<file path="src/design/gist_pkg.sv">
`default_nettype none
// ----------------------------------------------------------------------------
// gist_pkg
// Shared types and codes for the gapped id slot table.
// ----------------------------------------------------------------------------
package gist_pkg;

  // request codes
  typedef enum logic [3:0] {
    OP_ADD        = 4'd0,
    OP_INS_HEAD   = 4'd1,
    OP_INS_TAIL   = 4'd2,
    OP_INS_BEFORE = 4'd3,
    OP_INS_AFTER  = 4'd4,
    OP_REMOVE     = 4'd5,
    OP_DELETE     = 4'd6,
    OP_LOCATE     = 4'd7,
    OP_READ       = 4'd8,
    OP_HEAD       = 4'd9,
    OP_TAIL       = 4'd10,
    OP_NEXT       = 4'd11,
    OP_PREV       = 4'd12,
    OP_FLUSH      = 4'd13
  } op_e;

  typedef enum logic [1:0] {
    ST_OK   = 2'd0,
    ST_MISS = 2'd1,
    ST_FULL = 2'd2
  } status_e;

  // configuration register indexes
  localparam logic [1:0] CFG_SORTED  = 2'd0;
  localparam logic [1:0] CFG_COMPACT = 2'd1;
  localparam logic [1:0] CFG_INIT    = 2'd2;

  localparam int unsigned INIT_SLOTS_RST = 8;

  typedef struct packed {
    logic [3:0]  op;
    logic [31:0] item_id;
    logic [5:0]  slot_index;
  } cmd_t;

  typedef struct packed {
    logic [1:0]  status;
    logic [5:0]  found_index;
    logic [31:0] found_id;
    logic [6:0]  entry_count;
  } rsp_t;

  typedef enum logic [2:0] {
    P_HOLD, P_ZERO, P_SIU, P_IDX, P_IDX1, P_INC, P_DEC, P_POS
  } ptr_sel_e;

  typedef enum logic [2:0] {
    Q_HOLD, Q_ZERO, Q_PTR, Q_PTR1, Q_IDX, Q_IDX1, Q_HALF
  } pos_sel_e;

  typedef enum logic [1:0] {
    F_HOLD, F_PTR, F_PTRM1, F_IDX
  } fidx_sel_e;

  typedef enum logic [1:0] {
    R_PTR, R_PTRM1, R_PTRP1, R_FIDX
  } raddr_sel_e;

  typedef enum logic [1:0] {
    W_PTR, W_POS, W_POSM1, W_SIU
  } waddr_sel_e;

  typedef enum logic {
    D_ID, D_RDATA
  } wdata_sel_e;

  typedef enum logic [2:0] {
    V_NONE, V_SET_W, V_SET_SIU, V_CLR_PTR, V_COPY, V_CLR_LAST
  } vop_e;

  typedef enum logic [4:0] {
    S_IDLE, S_DISP, S_FWD, S_FREE, S_BWD, S_IDS_CHK, S_IDS_CMP, S_RD, S_RD_DATA,
    S_INS, S_LIM, S_SH_RD, S_SH_WR, S_CLR, S_CL_CHK, S_CL_WR
  } state_e;

  // controller -> datapath
  typedef struct packed {
    logic       load;
    ptr_sel_e   ptr_sel;
    pos_sel_e   pos_sel;
    fidx_sel_e  fidx_sel;
    raddr_sel_e raddr_sel;
    logic       wr_en;
    waddr_sel_e waddr_sel;
    wdata_sel_e wdata_sel;
    vop_e       vop;
    logic       grow;
    logic       shrink;
    logic       occ_inc;
    logic       occ_dec;
    logic       flush;
    logic       empty_set;
    logic       empty_clr;
    logic       fid_ld;
    logic       fin;
    status_e    fin_status;
  } ctl_t;

  // datapath -> controller
  typedef struct packed {
    logic [3:0] op;
    logic       bad_id;
    logic       sorted;
    logic       compact;
    logic       occ_zero;
    logic       ptr_end;
    logic       v_ptr;
    logic       ptr_zero;
    logic       v_ptrm1;
    logic       ptr_gt_pos;
    logic       pos_end;
    logic       v_pos;
    logic       pos_zero;
    logic       v_posm1;
    logic       full;
    logic       rd_eq;
    logic       rd_gt;
    logic       empty;
    logic       ptr1_lt;
    logic       idx_hit;
  } stat_t;

endpackage
`default_nettype wire

</file>
<file path="src/design/gapped_id_slot_table.sv">
`default_nettype none
// ----------------------------------------------------------------------------
// gapped_id_slot_table
// Slot table of object ids with empty slots, sorted and compact modes.
// ----------------------------------------------------------------------------
// A request is taken when start is high and busy is low. Busy then stays
// high until the request completes. The result shows on result_o for exactly
// one cycle with done_o high: the first cycle in which busy is low again.
// The receiver cannot stall, so a result must be taken in that cycle.
// Flush and a refused request finish in the dispatch state. An unsorted
// add first scans for a free slot. Scans over the valid bits test one slot
// at a time. Anything that compares or moves stored ids takes a read step
// and then a compare or write step per slot, since the id store is a single
// RAM with one write and one registered read port. The worst case is a head
// insert into a run of taken slots: it walks to the first empty slot, or
// grows the table, and then shifts every entry right. There is no clearing
// pass after reset.
// Configuration writes are always ready and belong in idle periods; a new
// initial_slots value takes effect at the next flush.
// ----------------------------------------------------------------------------
module gapped_id_slot_table #(
  parameter int unsigned CAPACITY = 64,
  parameter int unsigned ID_WIDTH = 32
) (
  input  wire logic           clk_i,
  input  wire logic           rst_ni,
  // request
  input  wire logic           start,
  output logic                busy,
  input  wire gist_pkg::cmd_t cmd_i,
  // result, one cycle transfer
  output logic                done_o,
  output gist_pkg::rsp_t      result_o,
  // configuration writes
  input  wire logic           cfg_valid_i,
  output logic                cfg_ready_o,
  input  wire logic [1:0]     cfg_index_i,
  input  wire logic [6:0]     cfg_data_i
);

  gist_pkg::ctl_t  ctl;
  gist_pkg::stat_t stat;

  assign cfg_ready_o = 1'b1;

  gist_ctrl u_ctrl (
    .clk_i  (clk_i),
    .rst_ni (rst_ni),
    .start  (start),
    .busy   (busy),
    .stat_i (stat),
    .ctl_o  (ctl)
  );

  gist_dp #(
    .CAPACITY (CAPACITY),
    .ID_WIDTH (ID_WIDTH)
  ) u_dp (
    .clk_i       (clk_i),
    .rst_ni      (rst_ni),
    .cmd_i       (cmd_i),
    .cfg_valid_i (cfg_valid_i),
    .cfg_index_i (cfg_index_i),
    .cfg_data_i  (cfg_data_i),
    .ctl_i       (ctl),
    .stat_o      (stat),
    .result_o    (result_o),
    .done_o      (done_o)
  );

endmodule
`default_nettype wire

</file>
<file path="src/design/gist_ram.sv">
`default_nettype none
// ----------------------------------------------------------------------------
// gist_ram
// Simple dual-port RAM, one write and one registered read port.
// ----------------------------------------------------------------------------
module gist_ram #(
  parameter int unsigned WIDTH = 32,
  parameter int unsigned DEPTH = 64
) (
  input  wire logic                     clk_i,
  input  wire logic                     we_i,
  input  wire logic [$clog2(DEPTH)-1:0] waddr_i,
  input  wire logic [WIDTH-1:0]         wdata_i,
  input  wire logic [$clog2(DEPTH)-1:0] raddr_i,
  output logic      [WIDTH-1:0]         rdata_o
);

  logic [WIDTH-1:0] mem_q [DEPTH];
  logic [WIDTH-1:0] rdata_q;

  always_ff @(posedge clk_i) begin
    if (we_i) begin
      mem_q[waddr_i] <= wdata_i;
    end
    rdata_q <= mem_q[raddr_i];
  end

  assign rdata_o = rdata_q;

endmodule
`default_nettype wire

</file>
<file path="src/design/gist_dp.sv">
`default_nettype none
// ----------------------------------------------------------------------------
// gist_dp
// Datapath: id RAM, valid bits, pointers, counters, config and result regs.
// ----------------------------------------------------------------------------
module gist_dp #(
  parameter int unsigned CAPACITY = 64,
  parameter int unsigned ID_WIDTH = 32
) (
  input  wire logic          clk_i,
  input  wire logic          rst_ni,
  input  wire gist_pkg::cmd_t cmd_i,
  input  wire logic          cfg_valid_i,
  input  wire logic [1:0]    cfg_index_i,
  input  wire logic [6:0]    cfg_data_i,
  input  wire gist_pkg::ctl_t ctl_i,
  output gist_pkg::stat_t    stat_o,
  output gist_pkg::rsp_t     result_o,
  output logic               done_o
);

  localparam int unsigned KW = (ID_WIDTH < 32) ? ID_WIDTH : 32;
  localparam int unsigned AW = $clog2(CAPACITY);
  localparam int unsigned CW = $clog2(CAPACITY + 1);
  localparam int unsigned XW = (CW + 1 > 7) ? CW + 1 : 7;
  localparam int unsigned FW = (AW > 6) ? AW : 6;
  localparam logic [XW-1:0] CAP_X = XW'(CAPACITY);
  localparam logic [XW-1:0] RST_SLOTS_X =
      (gist_pkg::INIT_SLOTS_RST > CAPACITY) ? XW'(CAPACITY) : XW'(gist_pkg::INIT_SLOTS_RST);

  logic [3:0]          op_q;
  logic [KW-1:0]       id_q;
  logic [5:0]          idx_q;
  logic [CW-1:0]       ptr_q, pos_q, siu_q, occ_q;
  logic [FW-1:0]       fidx_q;
  logic [KW-1:0]       fid_q;
  logic                empty_q;
  logic [CAPACITY-1:0] valid_q;
  logic [1:0]          status_q;
  logic                done_q;
  logic                sorted_q, compact_q;
  logic [6:0]          init_q;

  logic [KW-1:0] rdata;
  logic [KW-1:0] wdata;
  logic [AW-1:0] raddr, waddr;

  logic [CW-1:0] ptrm1, posm1, idx_cl, idx1_cl, start_slots, grow_n;
  logic [XW-1:0] siu_x, idx_x, idx1_x, init_x, st_x, g_x;

  assign siu_x  = XW'(siu_q);
  assign idx_x  = XW'(idx_q);
  assign idx1_x = idx_x + XW'(1);
  assign init_x = XW'(init_q);
  assign ptrm1  = ptr_q - CW'(1);
  assign posm1  = pos_q - CW'(1);
  assign idx_cl  = (idx_x  < siu_x) ? CW'(idx_x)  : siu_q;
  assign idx1_cl = (idx1_x < siu_x) ? CW'(idx1_x) : siu_q;

  // slots after flush: zero reads as one, oversize clamps to capacity
  always_comb begin
    st_x = init_x;
    if (init_x == '0) st_x = XW'(1);
    if (init_x > CAP_X) st_x = CAP_X;
  end
  assign start_slots = CW'(st_x);

  // growth: double or add one, at least one slot, saturate at capacity
  always_comb begin
    g_x = compact_q ? (siu_x + XW'(1)) : (siu_x << 1);
    if (g_x < siu_x + XW'(1)) g_x = siu_x + XW'(1);
    if (g_x > CAP_X) g_x = CAP_X;
  end
  assign grow_n = CW'(g_x);

  always_comb begin
    case (ctl_i.raddr_sel)
      gist_pkg::R_PTR:   raddr = AW'(ptr_q);
      gist_pkg::R_PTRM1: raddr = AW'(ptrm1);
      gist_pkg::R_PTRP1: raddr = AW'(ptr_q + CW'(1));
      gist_pkg::R_FIDX:  raddr = AW'(fidx_q);
      default:           raddr = AW'(ptr_q);
    endcase
    case (ctl_i.waddr_sel)
      gist_pkg::W_PTR:   waddr = AW'(ptr_q);
      gist_pkg::W_POS:   waddr = AW'(pos_q);
      gist_pkg::W_POSM1: waddr = AW'(posm1);
      gist_pkg::W_SIU:   waddr = AW'(siu_q);
      default:           waddr = AW'(ptr_q);
    endcase
  end
  assign wdata = (ctl_i.wdata_sel == gist_pkg::D_RDATA) ? rdata : id_q;

  gist_ram #(.WIDTH(KW), .DEPTH(CAPACITY)) u_ram (
    .clk_i   (clk_i),
    .we_i    (ctl_i.wr_en),
    .waddr_i (waddr),
    .wdata_i (wdata),
    .raddr_i (raddr),
    .rdata_o (rdata)
  );

  // status toward the controller
  always_comb begin
    stat_o.op         = op_q;
    stat_o.bad_id     = (ID_WIDTH <= 32) && (&id_q);
    stat_o.sorted     = sorted_q;
    stat_o.compact    = compact_q;
    stat_o.occ_zero   = (occ_q == '0);
    stat_o.ptr_end    = (ptr_q >= siu_q);
    stat_o.v_ptr      = valid_q[AW'(ptr_q)];
    stat_o.ptr_zero   = (ptr_q == '0);
    stat_o.v_ptrm1    = valid_q[AW'(ptrm1)];
    stat_o.ptr_gt_pos = (ptr_q > pos_q);
    stat_o.pos_end    = (pos_q >= siu_q);
    stat_o.v_pos      = valid_q[AW'(pos_q)];
    stat_o.pos_zero   = (pos_q == '0);
    stat_o.v_posm1    = valid_q[AW'(posm1)];
    stat_o.full       = (siu_x >= CAP_X);
    stat_o.rd_eq      = (rdata == id_q);
    stat_o.rd_gt      = (rdata > id_q);
    stat_o.empty      = empty_q;
    stat_o.ptr1_lt    = (XW'(ptr_q) + XW'(1) < siu_x);
    stat_o.idx_hit    = (idx_x < siu_x) && valid_q[AW'(idx_q)];
  end

  // request latch and pointers (payload, no reset)
  always_ff @(posedge clk_i) begin
    if (ctl_i.load) begin
      op_q  <= cmd_i.op;
      id_q  <= cmd_i.item_id[KW-1:0];
      idx_q <= cmd_i.slot_index;
    end
    case (ctl_i.ptr_sel)
      gist_pkg::P_ZERO: ptr_q <= '0;
      gist_pkg::P_SIU:  ptr_q <= siu_q;
      gist_pkg::P_IDX:  ptr_q <= idx_cl;
      gist_pkg::P_IDX1: ptr_q <= idx1_cl;
      gist_pkg::P_INC:  ptr_q <= ptr_q + CW'(1);
      gist_pkg::P_DEC:  ptr_q <= ptrm1;
      gist_pkg::P_POS:  ptr_q <= pos_q;
      default:          ptr_q <= ptr_q;
    endcase
    case (ctl_i.pos_sel)
      gist_pkg::Q_ZERO: pos_q <= '0;
      gist_pkg::Q_PTR:  pos_q <= ptr_q;
      gist_pkg::Q_PTR1: pos_q <= ptr_q + CW'(1);
      gist_pkg::Q_IDX:  pos_q <= idx_cl;
      gist_pkg::Q_IDX1: pos_q <= idx1_cl;
      gist_pkg::Q_HALF: pos_q <= siu_q >> 1;
      default:          pos_q <= pos_q;
    endcase
    if (ctl_i.load) begin
      fidx_q <= '0;
    end else begin
      case (ctl_i.fidx_sel)
        gist_pkg::F_PTR:   fidx_q <= FW'(ptr_q);
        gist_pkg::F_PTRM1: fidx_q <= FW'(ptrm1);
        gist_pkg::F_IDX:   fidx_q <= FW'(idx_q);
        default:           fidx_q <= fidx_q;
      endcase
    end
    if (ctl_i.load) begin
      fid_q <= '0;
    end else if (ctl_i.fid_ld) begin
      fid_q <= rdata;
    end
    if (ctl_i.empty_set) begin
      empty_q <= 1'b1;
    end else if (ctl_i.empty_clr) begin
      empty_q <= 1'b0;
    end
  end

  // table state, config and result strobe
  always_ff @(posedge clk_i or negedge rst_ni) begin
    if (!rst_ni) begin
      valid_q   <= '0;
      siu_q     <= CW'(RST_SLOTS_X);
      occ_q     <= '0;
      status_q  <= '0;
      done_q    <= 1'b0;
      sorted_q  <= 1'b0;
      compact_q <= 1'b0;
      init_q    <= 7'(gist_pkg::INIT_SLOTS_RST);
    end else begin
      if (cfg_valid_i) begin
        case (cfg_index_i)
          gist_pkg::CFG_SORTED:  sorted_q  <= cfg_data_i[0];
          gist_pkg::CFG_COMPACT: compact_q <= cfg_data_i[0];
          gist_pkg::CFG_INIT:    init_q    <= cfg_data_i;
          default: ;
        endcase
      end
      if (ctl_i.flush) begin
        valid_q <= '0;
        siu_q   <= start_slots;
        occ_q   <= '0;
      end else begin
        case (ctl_i.vop)
          gist_pkg::V_SET_W:    valid_q[waddr] <= 1'b1;
          gist_pkg::V_SET_SIU:  valid_q[AW'(siu_q)] <= 1'b1;
          gist_pkg::V_CLR_PTR:  valid_q[AW'(ptr_q)] <= 1'b0;
          gist_pkg::V_COPY:     valid_q[AW'(ptr_q)] <= valid_q[AW'(ptr_q + CW'(1))];
          gist_pkg::V_CLR_LAST: valid_q[AW'(siu_q - CW'(1))] <= 1'b0;
          default: ;
        endcase
        if (ctl_i.grow) begin
          siu_q <= grow_n;
        end else if (ctl_i.shrink) begin
          siu_q <= siu_q - CW'(1);
        end
        if (ctl_i.occ_inc) begin
          occ_q <= occ_q + CW'(1);
        end else if (ctl_i.occ_dec) begin
          occ_q <= occ_q - CW'(1);
        end
      end
      done_q <= ctl_i.fin;
      if (ctl_i.fin) begin
        status_q <= ctl_i.fin_status;
      end
    end
  end

  always_comb begin
    result_o.status      = status_q;
    result_o.found_index = 6'(fidx_q);
    result_o.found_id    = 32'(fid_q);
    result_o.entry_count = 7'(occ_q);
  end
  assign done_o = done_q;

endmodule
`default_nettype wire

</file>
<file path="src/design/gist_ctrl.sv">
`default_nettype none
// ----------------------------------------------------------------------------
// gist_ctrl
// Request sequencer: scans, shifts and result timing.
// ----------------------------------------------------------------------------
module gist_ctrl (
  input  wire logic            clk_i,
  input  wire logic            rst_ni,
  input  wire logic            start,
  output logic                 busy,
  input  wire gist_pkg::stat_t stat_i,
  output gist_pkg::ctl_t       ctl_o
);

  gist_pkg::state_e state_q, state_d;
  logic is_tail_ins, id_op;

  assign is_tail_ins = (stat_i.op == gist_pkg::OP_INS_TAIL);
  // requests that carry an id; they refuse the all-ones id when ID_WIDTH <= 32
  assign id_op = (stat_i.op == gist_pkg::OP_ADD) || (stat_i.op == gist_pkg::OP_INS_HEAD) ||
                 (stat_i.op == gist_pkg::OP_INS_TAIL) ||
                 (stat_i.op == gist_pkg::OP_INS_BEFORE) ||
                 (stat_i.op == gist_pkg::OP_INS_AFTER) ||
                 (stat_i.op == gist_pkg::OP_REMOVE) || (stat_i.op == gist_pkg::OP_LOCATE);

  always_ff @(posedge clk_i or negedge rst_ni) begin
    if (!rst_ni) begin
      state_q <= gist_pkg::S_IDLE;
    end else begin
      state_q <= state_d;
    end
  end

  assign busy = (state_q != gist_pkg::S_IDLE);

  // next state
  always_comb begin
    state_d = state_q;
    case (state_q)
      gist_pkg::S_IDLE: begin
        if (start) state_d = gist_pkg::S_DISP;
      end
      gist_pkg::S_DISP: begin
        state_d = gist_pkg::S_IDLE;
        if (!(id_op && stat_i.bad_id)) begin
          case (stat_i.op)
            gist_pkg::OP_ADD:
              state_d = stat_i.sorted ? gist_pkg::S_IDS_CHK : gist_pkg::S_FREE;
            gist_pkg::OP_INS_HEAD, gist_pkg::OP_INS_BEFORE, gist_pkg::OP_INS_AFTER: begin
              if (!stat_i.sorted) state_d = gist_pkg::S_INS;
            end
            gist_pkg::OP_INS_TAIL: begin
              if (!stat_i.sorted) state_d = gist_pkg::S_BWD;
            end
            gist_pkg::OP_REMOVE: begin
              if (!stat_i.occ_zero) state_d = gist_pkg::S_IDS_CHK;
            end
            gist_pkg::OP_DELETE: begin
              if (stat_i.idx_hit) state_d = gist_pkg::S_CLR;
            end
            gist_pkg::OP_LOCATE: state_d = gist_pkg::S_IDS_CHK;
            gist_pkg::OP_READ: begin
              if (stat_i.idx_hit) state_d = gist_pkg::S_RD;
            end
            gist_pkg::OP_HEAD, gist_pkg::OP_NEXT: state_d = gist_pkg::S_FWD;
            gist_pkg::OP_TAIL, gist_pkg::OP_PREV: state_d = gist_pkg::S_BWD;
            default: state_d = gist_pkg::S_IDLE;
          endcase
        end
      end
      gist_pkg::S_FWD: begin
        if (stat_i.ptr_end) state_d = gist_pkg::S_IDLE;
        else if (stat_i.v_ptr) state_d = gist_pkg::S_RD;
      end
      gist_pkg::S_FREE: begin
        if (stat_i.ptr_end || !stat_i.v_ptr) state_d = gist_pkg::S_INS;
      end
      gist_pkg::S_BWD: begin
        if (stat_i.ptr_zero || stat_i.v_ptrm1) begin
          if (is_tail_ins) state_d = gist_pkg::S_INS;
          else if (stat_i.ptr_zero) state_d = gist_pkg::S_IDLE;
          else state_d = gist_pkg::S_RD;
        end
      end
      gist_pkg::S_IDS_CHK: begin
        if (stat_i.ptr_end) begin
          state_d = (stat_i.op == gist_pkg::OP_ADD) ? gist_pkg::S_INS : gist_pkg::S_IDLE;
        end else if (stat_i.v_ptr) begin
          state_d = gist_pkg::S_IDS_CMP;
        end
      end
      gist_pkg::S_IDS_CMP: begin
        state_d = gist_pkg::S_IDS_CHK;
        case (stat_i.op)
          gist_pkg::OP_ADD: begin
            if (stat_i.rd_eq) state_d = gist_pkg::S_IDLE;
            else if (stat_i.rd_gt) state_d = gist_pkg::S_INS;
          end
          gist_pkg::OP_REMOVE: begin
            if (stat_i.sorted && stat_i.rd_gt) state_d = gist_pkg::S_IDLE;
            else if (stat_i.rd_eq) state_d = gist_pkg::S_CLR;
          end
          default: begin
            if (stat_i.rd_eq) state_d = gist_pkg::S_IDLE;
          end
        endcase
      end
      gist_pkg::S_RD:      state_d = gist_pkg::S_RD_DATA;
      gist_pkg::S_RD_DATA: state_d = gist_pkg::S_IDLE;
      gist_pkg::S_INS: begin
        if (stat_i.pos_end || !stat_i.v_pos ||
            (!stat_i.pos_zero && !stat_i.compact && !stat_i.v_posm1)) begin
          state_d = gist_pkg::S_IDLE;
        end else begin
          state_d = gist_pkg::S_LIM;
        end
      end
      gist_pkg::S_LIM: begin
        if (stat_i.ptr_end) begin
          state_d = stat_i.full ? gist_pkg::S_IDLE : gist_pkg::S_SH_RD;
        end else if (!stat_i.v_ptr) begin
          state_d = gist_pkg::S_SH_RD;
        end
      end
      gist_pkg::S_SH_RD: begin
        state_d = stat_i.ptr_gt_pos ? gist_pkg::S_SH_WR : gist_pkg::S_IDLE;
      end
      gist_pkg::S_SH_WR: state_d = gist_pkg::S_SH_RD;
      gist_pkg::S_CLR: begin
        state_d = stat_i.compact ? gist_pkg::S_CL_CHK : gist_pkg::S_IDLE;
      end
      gist_pkg::S_CL_CHK: begin
        state_d = stat_i.ptr1_lt ? gist_pkg::S_CL_WR : gist_pkg::S_IDLE;
      end
      gist_pkg::S_CL_WR: state_d = gist_pkg::S_CL_CHK;
      default: state_d = gist_pkg::S_IDLE;
    endcase
  end

  // datapath commands
  always_comb begin
    ctl_o = '0;
    ctl_o.fin_status = gist_pkg::ST_MISS;
    case (state_q)
      gist_pkg::S_IDLE: begin
        ctl_o.load = start;
      end
      gist_pkg::S_DISP: begin
        if (id_op && stat_i.bad_id) begin
          ctl_o.fin = 1'b1;
        end else begin
          case (stat_i.op)
            gist_pkg::OP_ADD: begin
              ctl_o.ptr_sel   = gist_pkg::P_ZERO;
              ctl_o.pos_sel   = gist_pkg::Q_ZERO;
              ctl_o.empty_set = 1'b1;
            end
            gist_pkg::OP_INS_HEAD: begin
              ctl_o.pos_sel = gist_pkg::Q_ZERO;
              ctl_o.fin     = stat_i.sorted;
            end
            gist_pkg::OP_INS_BEFORE: begin
              ctl_o.pos_sel = gist_pkg::Q_IDX;
              ctl_o.fin     = stat_i.sorted;
            end
            gist_pkg::OP_INS_AFTER: begin
              ctl_o.pos_sel = gist_pkg::Q_IDX1;
              ctl_o.fin     = stat_i.sorted;
            end
            gist_pkg::OP_INS_TAIL: begin
              ctl_o.ptr_sel = gist_pkg::P_SIU;
              ctl_o.fin     = stat_i.sorted;
            end
            gist_pkg::OP_REMOVE: begin
              ctl_o.ptr_sel = gist_pkg::P_ZERO;
              ctl_o.fin     = stat_i.occ_zero;
            end
            gist_pkg::OP_DELETE: begin
              ctl_o.ptr_sel = gist_pkg::P_IDX;
              ctl_o.fin     = !stat_i.idx_hit;
            end
            gist_pkg::OP_LOCATE, gist_pkg::OP_HEAD: begin
              ctl_o.ptr_sel = gist_pkg::P_ZERO;
            end
            gist_pkg::OP_READ: begin
              ctl_o.fidx_sel = gist_pkg::F_IDX;
              ctl_o.fin      = !stat_i.idx_hit;
            end
            gist_pkg::OP_TAIL: ctl_o.ptr_sel = gist_pkg::P_SIU;
            gist_pkg::OP_NEXT: ctl_o.ptr_sel = gist_pkg::P_IDX1;
            gist_pkg::OP_PREV: ctl_o.ptr_sel = gist_pkg::P_IDX;
            gist_pkg::OP_FLUSH: begin
              ctl_o.flush      = 1'b1;
              ctl_o.fin        = 1'b1;
              ctl_o.fin_status = gist_pkg::ST_OK;
            end
            default: ctl_o.fin = 1'b1;
          endcase
        end
      end
      gist_pkg::S_FWD: begin
        if (stat_i.ptr_end) ctl_o.fin = 1'b1;
        else if (stat_i.v_ptr) ctl_o.fidx_sel = gist_pkg::F_PTR;
        else ctl_o.ptr_sel = gist_pkg::P_INC;
      end
      gist_pkg::S_FREE: begin
        if (stat_i.ptr_end || !stat_i.v_ptr) ctl_o.pos_sel = gist_pkg::Q_PTR;
        else ctl_o.ptr_sel = gist_pkg::P_INC;
      end
      gist_pkg::S_BWD: begin
        if (stat_i.ptr_zero) begin
          if (is_tail_ins) ctl_o.pos_sel = gist_pkg::Q_ZERO;
          else ctl_o.fin = 1'b1;
        end else if (stat_i.v_ptrm1) begin
          if (is_tail_ins) ctl_o.pos_sel = gist_pkg::Q_PTR;
          else ctl_o.fidx_sel = gist_pkg::F_PTRM1;
        end else begin
          ctl_o.ptr_sel = gist_pkg::P_DEC;
        end
      end
      gist_pkg::S_IDS_CHK: begin
        ctl_o.raddr_sel = gist_pkg::R_PTR;
        if (stat_i.ptr_end) begin
          if (stat_i.op == gist_pkg::OP_ADD) begin
            if (stat_i.empty) ctl_o.pos_sel = gist_pkg::Q_HALF;
          end else begin
            ctl_o.fin = 1'b1;
          end
        end else if (!stat_i.v_ptr) begin
          ctl_o.ptr_sel = gist_pkg::P_INC;
        end
      end
      gist_pkg::S_IDS_CMP: begin
        case (stat_i.op)
          gist_pkg::OP_ADD: begin
            ctl_o.empty_clr = 1'b1;
            if (stat_i.rd_eq) begin
              ctl_o.fin = 1'b1;
            end else if (!stat_i.rd_gt) begin
              ctl_o.pos_sel = gist_pkg::Q_PTR1;
              ctl_o.ptr_sel = gist_pkg::P_INC;
            end
          end
          gist_pkg::OP_REMOVE: begin
            if (stat_i.sorted && stat_i.rd_gt) ctl_o.fin = 1'b1;
            else if (!stat_i.rd_eq) ctl_o.ptr_sel = gist_pkg::P_INC;
          end
          default: begin
            if (stat_i.rd_eq) begin
              ctl_o.fidx_sel   = gist_pkg::F_PTR;
              ctl_o.fid_ld     = 1'b1;
              ctl_o.fin        = 1'b1;
              ctl_o.fin_status = gist_pkg::ST_OK;
            end else begin
              ctl_o.ptr_sel = gist_pkg::P_INC;
            end
          end
        endcase
      end
      gist_pkg::S_RD: begin
        ctl_o.raddr_sel = gist_pkg::R_FIDX;
      end
      gist_pkg::S_RD_DATA: begin
        ctl_o.fid_ld     = 1'b1;
        ctl_o.fin        = 1'b1;
        ctl_o.fin_status = gist_pkg::ST_OK;
      end
      gist_pkg::S_INS: begin
        ctl_o.wdata_sel = gist_pkg::D_ID;
        if (stat_i.pos_end) begin
          ctl_o.fin = 1'b1;
          if (stat_i.full) begin
            ctl_o.fin_status = gist_pkg::ST_FULL;
          end else begin
            ctl_o.waddr_sel  = gist_pkg::W_SIU;
            ctl_o.wr_en      = 1'b1;
            ctl_o.vop        = gist_pkg::V_SET_W;
            ctl_o.grow       = 1'b1;
            ctl_o.occ_inc    = 1'b1;
            ctl_o.fin_status = gist_pkg::ST_OK;
          end
        end else if (!stat_i.v_pos) begin
          ctl_o.waddr_sel  = gist_pkg::W_POS;
          ctl_o.wr_en      = 1'b1;
          ctl_o.vop        = gist_pkg::V_SET_W;
          ctl_o.occ_inc    = 1'b1;
          ctl_o.fin        = 1'b1;
          ctl_o.fin_status = gist_pkg::ST_OK;
        end else if (!stat_i.pos_zero && !stat_i.compact && !stat_i.v_posm1) begin
          ctl_o.waddr_sel  = gist_pkg::W_POSM1;
          ctl_o.wr_en      = 1'b1;
          ctl_o.vop        = gist_pkg::V_SET_W;
          ctl_o.occ_inc    = 1'b1;
          ctl_o.fin        = 1'b1;
          ctl_o.fin_status = gist_pkg::ST_OK;
        end else begin
          ctl_o.ptr_sel = gist_pkg::P_POS;
        end
      end
      gist_pkg::S_LIM: begin
        if (stat_i.ptr_end) begin
          if (stat_i.full) begin
            ctl_o.fin        = 1'b1;
            ctl_o.fin_status = gist_pkg::ST_FULL;
          end else begin
            // new last slot is filled by the first shift step
            ctl_o.vop  = gist_pkg::V_SET_SIU;
            ctl_o.grow = 1'b1;
          end
        end else if (stat_i.v_ptr) begin
          ctl_o.ptr_sel = gist_pkg::P_INC;
        end
      end
      gist_pkg::S_SH_RD: begin
        ctl_o.raddr_sel = gist_pkg::R_PTRM1;
        if (!stat_i.ptr_gt_pos) begin
          ctl_o.waddr_sel  = gist_pkg::W_POS;
          ctl_o.wdata_sel  = gist_pkg::D_ID;
          ctl_o.wr_en      = 1'b1;
          ctl_o.vop        = gist_pkg::V_SET_W;
          ctl_o.occ_inc    = 1'b1;
          ctl_o.fin        = 1'b1;
          ctl_o.fin_status = gist_pkg::ST_OK;
        end
      end
      gist_pkg::S_SH_WR: begin
        ctl_o.waddr_sel = gist_pkg::W_PTR;
        ctl_o.wdata_sel = gist_pkg::D_RDATA;
        ctl_o.wr_en     = 1'b1;
        ctl_o.vop       = gist_pkg::V_SET_W;
        ctl_o.ptr_sel   = gist_pkg::P_DEC;
      end
      gist_pkg::S_CLR: begin
        ctl_o.vop     = gist_pkg::V_CLR_PTR;
        ctl_o.occ_dec = 1'b1;
        if (!stat_i.compact) begin
          ctl_o.fin        = 1'b1;
          ctl_o.fin_status = gist_pkg::ST_OK;
        end
      end
      gist_pkg::S_CL_CHK: begin
        ctl_o.raddr_sel = gist_pkg::R_PTRP1;
        if (!stat_i.ptr1_lt) begin
          ctl_o.vop        = gist_pkg::V_CLR_LAST;
          ctl_o.shrink     = 1'b1;
          ctl_o.fin        = 1'b1;
          ctl_o.fin_status = gist_pkg::ST_OK;
        end
      end
      gist_pkg::S_CL_WR: begin
        ctl_o.waddr_sel = gist_pkg::W_PTR;
        ctl_o.wdata_sel = gist_pkg::D_RDATA;
        ctl_o.wr_en     = 1'b1;
        ctl_o.vop       = gist_pkg::V_COPY;
        ctl_o.ptr_sel   = gist_pkg::P_INC;
      end
      default: ;
    endcase
  end

endmodule
`default_nettype wire

</file>
<file path="config.mk">
export PLATFORM = sky130hd
export DESIGN_NAME = gapped_id_slot_table
export DESIGN_NICKNAME = d
export VERILOG_FILES = /design/src/design/gist_pkg.sv /design/src/design/gapped_id_slot_table.sv /design/src/design/gist_ram.sv /design/src/design/gist_dp.sv /design/src/design/gist_ctrl.sv
export SDC_FILE = /design/constraint.sdc
export NUM_CORES = 2
export LEC_CHECK = 0
export BUFFER_PORTS_ARGS = -buffer_cell sky130_fd_sc_hd__buf_2
export CORE_UTILIZATION = 40
export DETAILED_ROUTE_END_ITERATION = 10
export MAX_ROUTING_LAYER = met4
export PLACE_DENSITY = 0.65
export SLEW_MARGIN = 20
export SYNTH_ARGS = -nofsm -noshare
export SYNTH_HDL_FRONTEND = slang
export SYNTH_HIERARCHICAL = 1
export SYNTH_SLANG_ARGS = --single-unit
</file>
<file path="constraint.sdc">
create_clock -name clk_i -period 7.31 [get_ports clk_i]
set_input_delay 0.731 -clock clk_i [delete_from_list [all_inputs] [get_ports clk_i]]
set_output_delay 0.731 -clock clk_i [all_outputs]
set_load 0.03 [all_outputs]
</file>
After elaboration in Yosys (flattened, before gate mapping)
Memories as Yosys holds them, arrays and structs flattened. A register that Yosys moved wholly into a read port is not among the register bits.
Index checks and enable logic that the tools add are counted.
{ "totals": {"inputBits": 55, "word_cells": 352, "n_memories": 1, "ramBits": 2048, "output_inout_bits": 50, "register_bits": 190} }
{ "mem_list": {"columns": ["memory", "depth", "width", "rd", "rd_ports_with_merged_regs", "write_ports", "line", "rtl"], "rows": [
  ["u_dp.u_ram.mem_q", 64, 32, 1, 1, 1, "gist_ram.sv:18", "logic [WIDTH-1:0] mem_q [DEPTH];"]
]} }
{ "op_classes": {"n_addsub": 9, "eq_ne": 64, "reduce_logical": 59, "n_mux": 172, "n_lt_le_gt_ge": 24, "bitwise_logic": 6} }
{ "op_table": {"columns": ["operator", "count"], "rows": [
  ["one-hot mux 64 bit (5 select lines)", 1],
  ["bitwise AND 64 bit", 2],
  ["inverter 64 bit", 2],
  ["OR 64 bit", 2],
  ["2-to-1 mux 3 bit", 39],
  ["2-to-1 mux 7 bit", 12],
  ["one-hot mux 5 bit (15 select lines)", 1],
  ["2-to-1 mux 5 bit", 13],
  ["bitwise mux 64 bit", 1],
  ["2-to-1 mux 64 bit", 1],
  ["< comparator 6 x 7 -> 1 bit (second input constant)", 9],
  ["2-to-1 mux 4 bit", 13],
  ["one-hot mux 7 bit (7 select lines)", 1],
  ["one-hot mux 6 bit (4 select lines)", 2],
  ["one-hot mux 5 bit (9 select lines)", 1],
  ["one-hot mux 7 bit (6 select lines)", 1],
  ["== test 5 x 4 -> 1 bit (second input constant)", 8],
  ["2-to-1 mux 1 bit", 39],
  ["binary-select mux 1 bit (select 6 bit)", 6],
  ["== test 32 bit", 1],
  ["greater-than comparator 32 bit", 1],
  ["2-to-1 mux 32 bit", 1],
  ["AND reduction 32 bit", 1],
  ["== test 3 bit (second input constant)", 9],
  ["66 further kinds", 167]
]} }

Logic depth before layout (Yosys ltp)
{ "depth": {"ltp_word": 18, "mapped_depth": 24, "depth_no_buf": 21} }

By module
Netlist, hierarchy kept.
{ "by_module_without_submodules": {"columns": ["mod", "cells_per_inst", "seq_area_each_um2", "instances", "area_per_inst_um2"], "rows": [
  ["gist_ram", 3511, 62139.6, 1, 79039.6],
  ["gist_dp", 2185, 4717.0, 1, 18500.2],
  ["gist_ctrl", 255, 100.1, 1, 1556.5],
  ["gapped_id_slot_table", 2, 0.0, 1, 11.3]
]} }

Worst setup path after synthesis
Ideal clock, no wire load.
{ "synth_path": {"path_kind": "register to register", "from": "register u_dp.pos_q[0]", "to": "memory u_dp.u_ram.mem_q[28][0] (enable)", "required_ps": 6889, "path_buffers": 7, "t_arrival_ps": 6839, "slack_ps": 50, "setup_time_ps": 421, "stages_incl_launch_ff": 23, "cell_sequence": "edfxtp_1 > buf_2 > buf_2 > inv_1 > ha_1 > clkbuf_1 > clkbuf_1 > mux4_2 > mux4_2 > a211oi_1 > a21oi_1 > nor3_1 > a21oi_1 > nor2_1 > clkbuf_1 > o21ai_0 > a21oi_1 > inv_1 > clkbuf_1 > or3b_2 > or2_2 > clkbuf_1 > nor2_1"} }
{ "synth_rtl": {"columns": ["element", "line", "rtl"], "rows": [
  ["from (decl)", "gist_dp.sv:34", "logic [CW-1:0] ptr_q, pos_q, siu_q, occ_q;"],
  ["from (signal assigned)", "gist_dp.sv:146", "gist_pkg::Q_PTR: pos_q <= ptr_q;"],
  ["from (signal assigned)", "gist_dp.sv:147", "gist_pkg::Q_PTR1: pos_q <= ptr_q + CW'(1);"],
  ["from (signal assigned)", "gist_dp.sv:148", "gist_pkg::Q_IDX: pos_q <= idx_cl;"],
  ["to (decl)", "gist_ram.sv:18", null]
]} }

==> results.py <==
metrics = {
    "run_status": {
        "status": "completed",
    },
    "yosys": {
        "async_flop_share_pct": 4.143,
        "synth_cell_types": 101,
        "ys.flop_type": "edfxtp_1",
        "synth_seq_cells": 2269,
        "netlist_area_um2": 99110,
        "avgSynthCellArea_um2": 16.65,
        "synthesis.instances": 5953,
        "synth-edff-count": 2104,
        "syn_nets": 6100,
        "seq_area_frac_synth_pct": 67.56,
        "ys_warn_count": 6,
    },
    "sta": {
        "period_needed_ns": 6.561,
        "fmax_mhz": 152.4,
        "fin_tns_setup_ns": 0,
        "tightestPinTransition_ns": 1.150,
        "report.final.hold_viol_count": 0,
        "fin_crit_sh_pct": 89.75,
        "setup_violations": 0,
        "finalClockSkew_ns": 0.07320,
        "slew_viol_final": 0,
        "slew_headroom_pct": 22.53,
        "whs_ns": 0.05933,
        "grt_setup_unrepaired": "no",
    },
    "critical_path": {
        "rrSetupSlack_ns": 0.75,
        "timing.rr.end": "u_dp/u_ram/mem_q[29][7]$_DFFE_PP_",
        "cp_slowest_stage_delay_ns": 0.74,
        "worstPathRequired_ns": 7.88,
        "path_cells": "inv_1, ha_1, mux4_2, mux4_2, nor2b_1, a211oi_1, a21oi_1, nor3_1, a21oi_1, nor2_1, buf_4, nor2_1, a211oi_1, a21oi_1, buf_4, inv_1, nand3b_1, or2_1, nor2_4, buf_12",
        "cp_common_cell": "a21oi_1",
        "worstRegToRegCells": 20,
        "end_kind": "flip-flop",
        "critical_path.slowest_cell": "ha_1",
        "r2r_start": "u_dp/pos_q[0]$_DFFE_PP_",
        "critPathBufInv": 5,
        "critPathTopFamily": "simple AND/OR/NAND/NOR gates",
        "path_class": "flip-flop to flip-flop",
        "cp.arrival_ns": 7.13,
        "start_kind": "flip-flop",
        "cp_max_fo": 19,
    },
    "place": {
        "io_buffers": 103,
        "gp_congestion": 1.005,
        "place_hpwl_mm": 205.7,
    },
    "global_routing": {
        "grt_pass1_vias": 59040,
        "grt-ovfl-total": 0,
        "grt_max_degree": 89,
        "grt_pass1_wl_mm": 450.8,
        "gr-usage-all-layers_pct": 26.08,
        "antenna_found_initial": 21,
    },
    "hold_path": {
        "min_to": "u_dp/idx_q[1]$_DFFE_PP_",
        "hold_class": "input port to flip-flop",
        "hp-start": "cmd_i[1]",
        "whs_path_depth": 1,
    },
    "routing": {
        "wire_per_inst_um": 32.78,
        "first_pass_iters": 8,
        "drt-initial-drc-count": 9138,
        "dr_total_vias": 61100,
        "drc": 0,
        "totalWireLength_mm": 319.8,
        "ant_nets": 0,
        "viasPerCell": 6.262,
    },
    "clock_network": {
        "cts_tree": "done",
        "cts.htree.levels": 4,
        "clk_pin_slew_ns": 0.07,
        "cts_resized": 0,
        "hold_buffers": 30,
        "cts_buffers": 226,
        "cts_sinks": 2269,
        "clock_latency_ns": 0.89,
        "root_buffer": "clkbuf_16",
        "clk_path_buf_depth": 3,
        "cts_setup_buffers": 0,
    },
    "power_and_ir_drop": {
        "power.density_nw_per_um2": 417.4,
        "p_leak_nw": 36.46,
        "vdd_ir_drop_max_v": 0.0003362,
    },
    "floorplan": {
        "die_x_um": 499.8,
        "die_h_um": 499.8,
        "die-area_um2": 249800,
        "io_pins": 105,
        "initial_utilization_pct": 40.26,
        "fp-row-count": 182,
        "placeableCoreArea_um2": 246200,
    },
    "cells_and_area": {
        "multiInputGateArea_um2": 30720,
        "fill_cells": 20730,
        "seq_area_um2": 66960,
        "finalNetCount": 6392,
        "syn_to_final_growth_pct": 14.71,
        "drive_gt1_share_pct": 23.56,
    },
    "job": {
        "max_cap_violations": 0,
    },
}
-- placed cells by master (no fill, tap or decap), drive strengths merged, types with 31 or more instances in the layout --
cell / count
o22ai: 122
o21a: 43
inv: 89
o2111ai: 40
a21o: 36
nand2: 271
nand4: 31
dfrtp: 92
nor2b: 50
buf: 445
nor2: 247
a22oi: 142
a211oi: 79
a221oi: 35
o221ai: 35
nor3: 63
clkbuf: 285
o21ai: 268
ha: 91
mux4: 539
dfxtp: 71
a21oi: 242
nand3: 140
mux2i: 280
edfxtp: 2104
nand2b: 34
clkinv: 103
-- how the worst max path moves through the flow --
stage / cells past startpoint / slack (ns) / startpoint / to
floorplan: 22 / 0.05 / u_dp/pos_q[0]$_DFFE_PP_ / u_dp/u_ram/mem_q[28][0]$_DFFE_PP_
global placement: 20 / 0.77 / u_dp/pos_q[0]$_DFFE_PP_ / u_dp/u_ram/mem_q[29][19]$_DFFE_PP_
detailed placement: 20 / 0.85 / u_dp/pos_q[0]$_DFFE_PP_ / u_dp/u_ram/mem_q[29][13]$_DFFE_PP_
CTS: 20 / 0.84 / u_dp/pos_q[0]$_DFFE_PP_ / u_dp/u_ram/mem_q[29][7]$_DFFE_PP_
global route: 20 / 0.39 / u_dp/pos_q[0]$_DFFE_PP_ / u_dp/u_ram/mem_q[29][7]$_DFFE_PP_
finish: 20 / 0.75 / u_dp/pos_q[0]$_DFFE_PP_ / u_dp/u_ram/mem_q[29][7]$_DFFE_PP_
-- state kept, by name, summed over array words and instances (netlist names), 6 cells and up --
signal / count
u_dp/u_ram/mem_q: 2048
u_dp/valid_q: 64
u_dp/fid_q: 32
u_dp/id_q: 32
u_dp/u_ram/rdata_o: 32
u_dp/init_q: 7
u_dp/occ_q: 7
u_dp/pos_q: 7
u_dp/ptr_q: 7
u_dp/siu_q: 7
u_dp/fidx_q: 6
u_dp/idx_q: 6
-- logic make-up (layout without fill, tap and decap cells) --
logic type,Yosys count,after routing,share of synthesized area (%)
flops,2269,2269,67.56
compound gates,1257,1257,8.448
simple gates,962,962,4.671
mux,841,841,15.33
buf+inv,496,981,2.486
fa+ha+maj,92,92,1.169
xor+xnor,35,35,0.3358
other cells,1,8,0.003784
-- final cells by class --
class                      instances  share of cell area [%]
clock buffer                     285                   5.257
antenna                            7                 0.01541
tap                             3312                   3.645
timing repair buffer             475                   3.566
inverter                          85                  0.2806
clock inverter                   136                   1.315
sequential                      2269                   58.90
multi-input combinational       3188                   27.03
-- worst register-to-register path: stages (launching register included) --
cell	delay (ns)
edfxtp_1	0.35
inv_1	0.10
ha_1	0.74
mux4_2	0.48
mux4_2	0.48
nor2b_1	0.14
a211oi_1	0.23
a21oi_1	0.11
nor3_1	0.24
a21oi_1	0.12
nor2_1	0.16
buf_4	0.22
nor2_1	0.05
a211oi_1	0.24
a21oi_1	0.09
buf_4	0.17
inv_1	0.41
nand3b_1	0.41
or2_1	0.64
nor2_4	0.59
buf_12	0.27
-- Yosys cell counts (13+ instances only) --
master,instances,area share [%]
nand2_1,270,1.0
a21o_1,36,0.27
o22ai_1,122,0.77
ha_1,91,1.1
o22a_1,18,0.16
mux2_2,22,0.25
dfxtp_1,71,1.4
buf_1,37,0.14
nand2b_1,33,0.21
nand3_1,140,0.71
nand4_1,30,0.19
a22o_1,18,0.16
a311o_1,15,0.15
xnor2_1,26,0.23
a31oi_1,30,0.19
buf_2,84,0.42
inv_1,79,0.30
a22oi_1,140,1.1
buf_6,35,0.40
a221oi_1,35,0.31
buf_4,34,0.26
o31a_1,26,0.23
or2_2,13,0.082
nor2b_1,50,0.32
nor2_1,247,0.94
and3_1,20,0.13
o211ai_1,27,0.20
clkbuf_1,212,0.80
nor3_1,61,0.31
o221ai_1,35,0.31
nand3b_1,14,0.11
a21oi_1,241,1.2
dfrtp_1,92,2.3
edfxtp_1,2104,64
o2111ai_1,39,0.34
a211oi_1,78,0.59
mux2i_1,280,2.8
and2_1,13,0.082
mux4_2,539,12
o21a_1,43,0.33
o21ai_0,260,1.3
-- through the flow --
stage / instances / instance area, µm² / util (%) / setup slack [ns] / total power [mW]
global placement: 9295 / 105800 / 42.97 / 0.7713 / 35.52
finish: 9757 / 113700 / 46.18 / 0.7492 / 47.45
floorplan: 5953 / 99110 / - / 0.04955 / 27.94
detailed placement: 9296 / 105800 / 42.99 / 0.8463 / 35.65
CTS: 9747 / 113600 / 46.14 / 0.8422 / 47.29
global route: 9754 / 113700 / 46.18 / 0.3851 / 48.86
-- layer usage --
| layer | part of all wire (%) | global-route usage, % | vias to the layer above |
|---|---|---|---|
| met5 | 0 | - | - |
| met4 | 5.2 | 11.96 | 0 |
| met3 | 10 | 4.922 | 670 |
| met2 | 46 | 38.96 | 3831 |
| met1 | 39 | 34.61 | 31640 |
| li1 | - | - | 24960 |
-- report_power, final --
part	leakage (nW)	internal [mW]	switching [mW]
clock network	3.62	6.57	5.10
registers	20.8	15.4	0.977
logic	12.1	6.98	12.5
(Power assumes the default switching activity.)
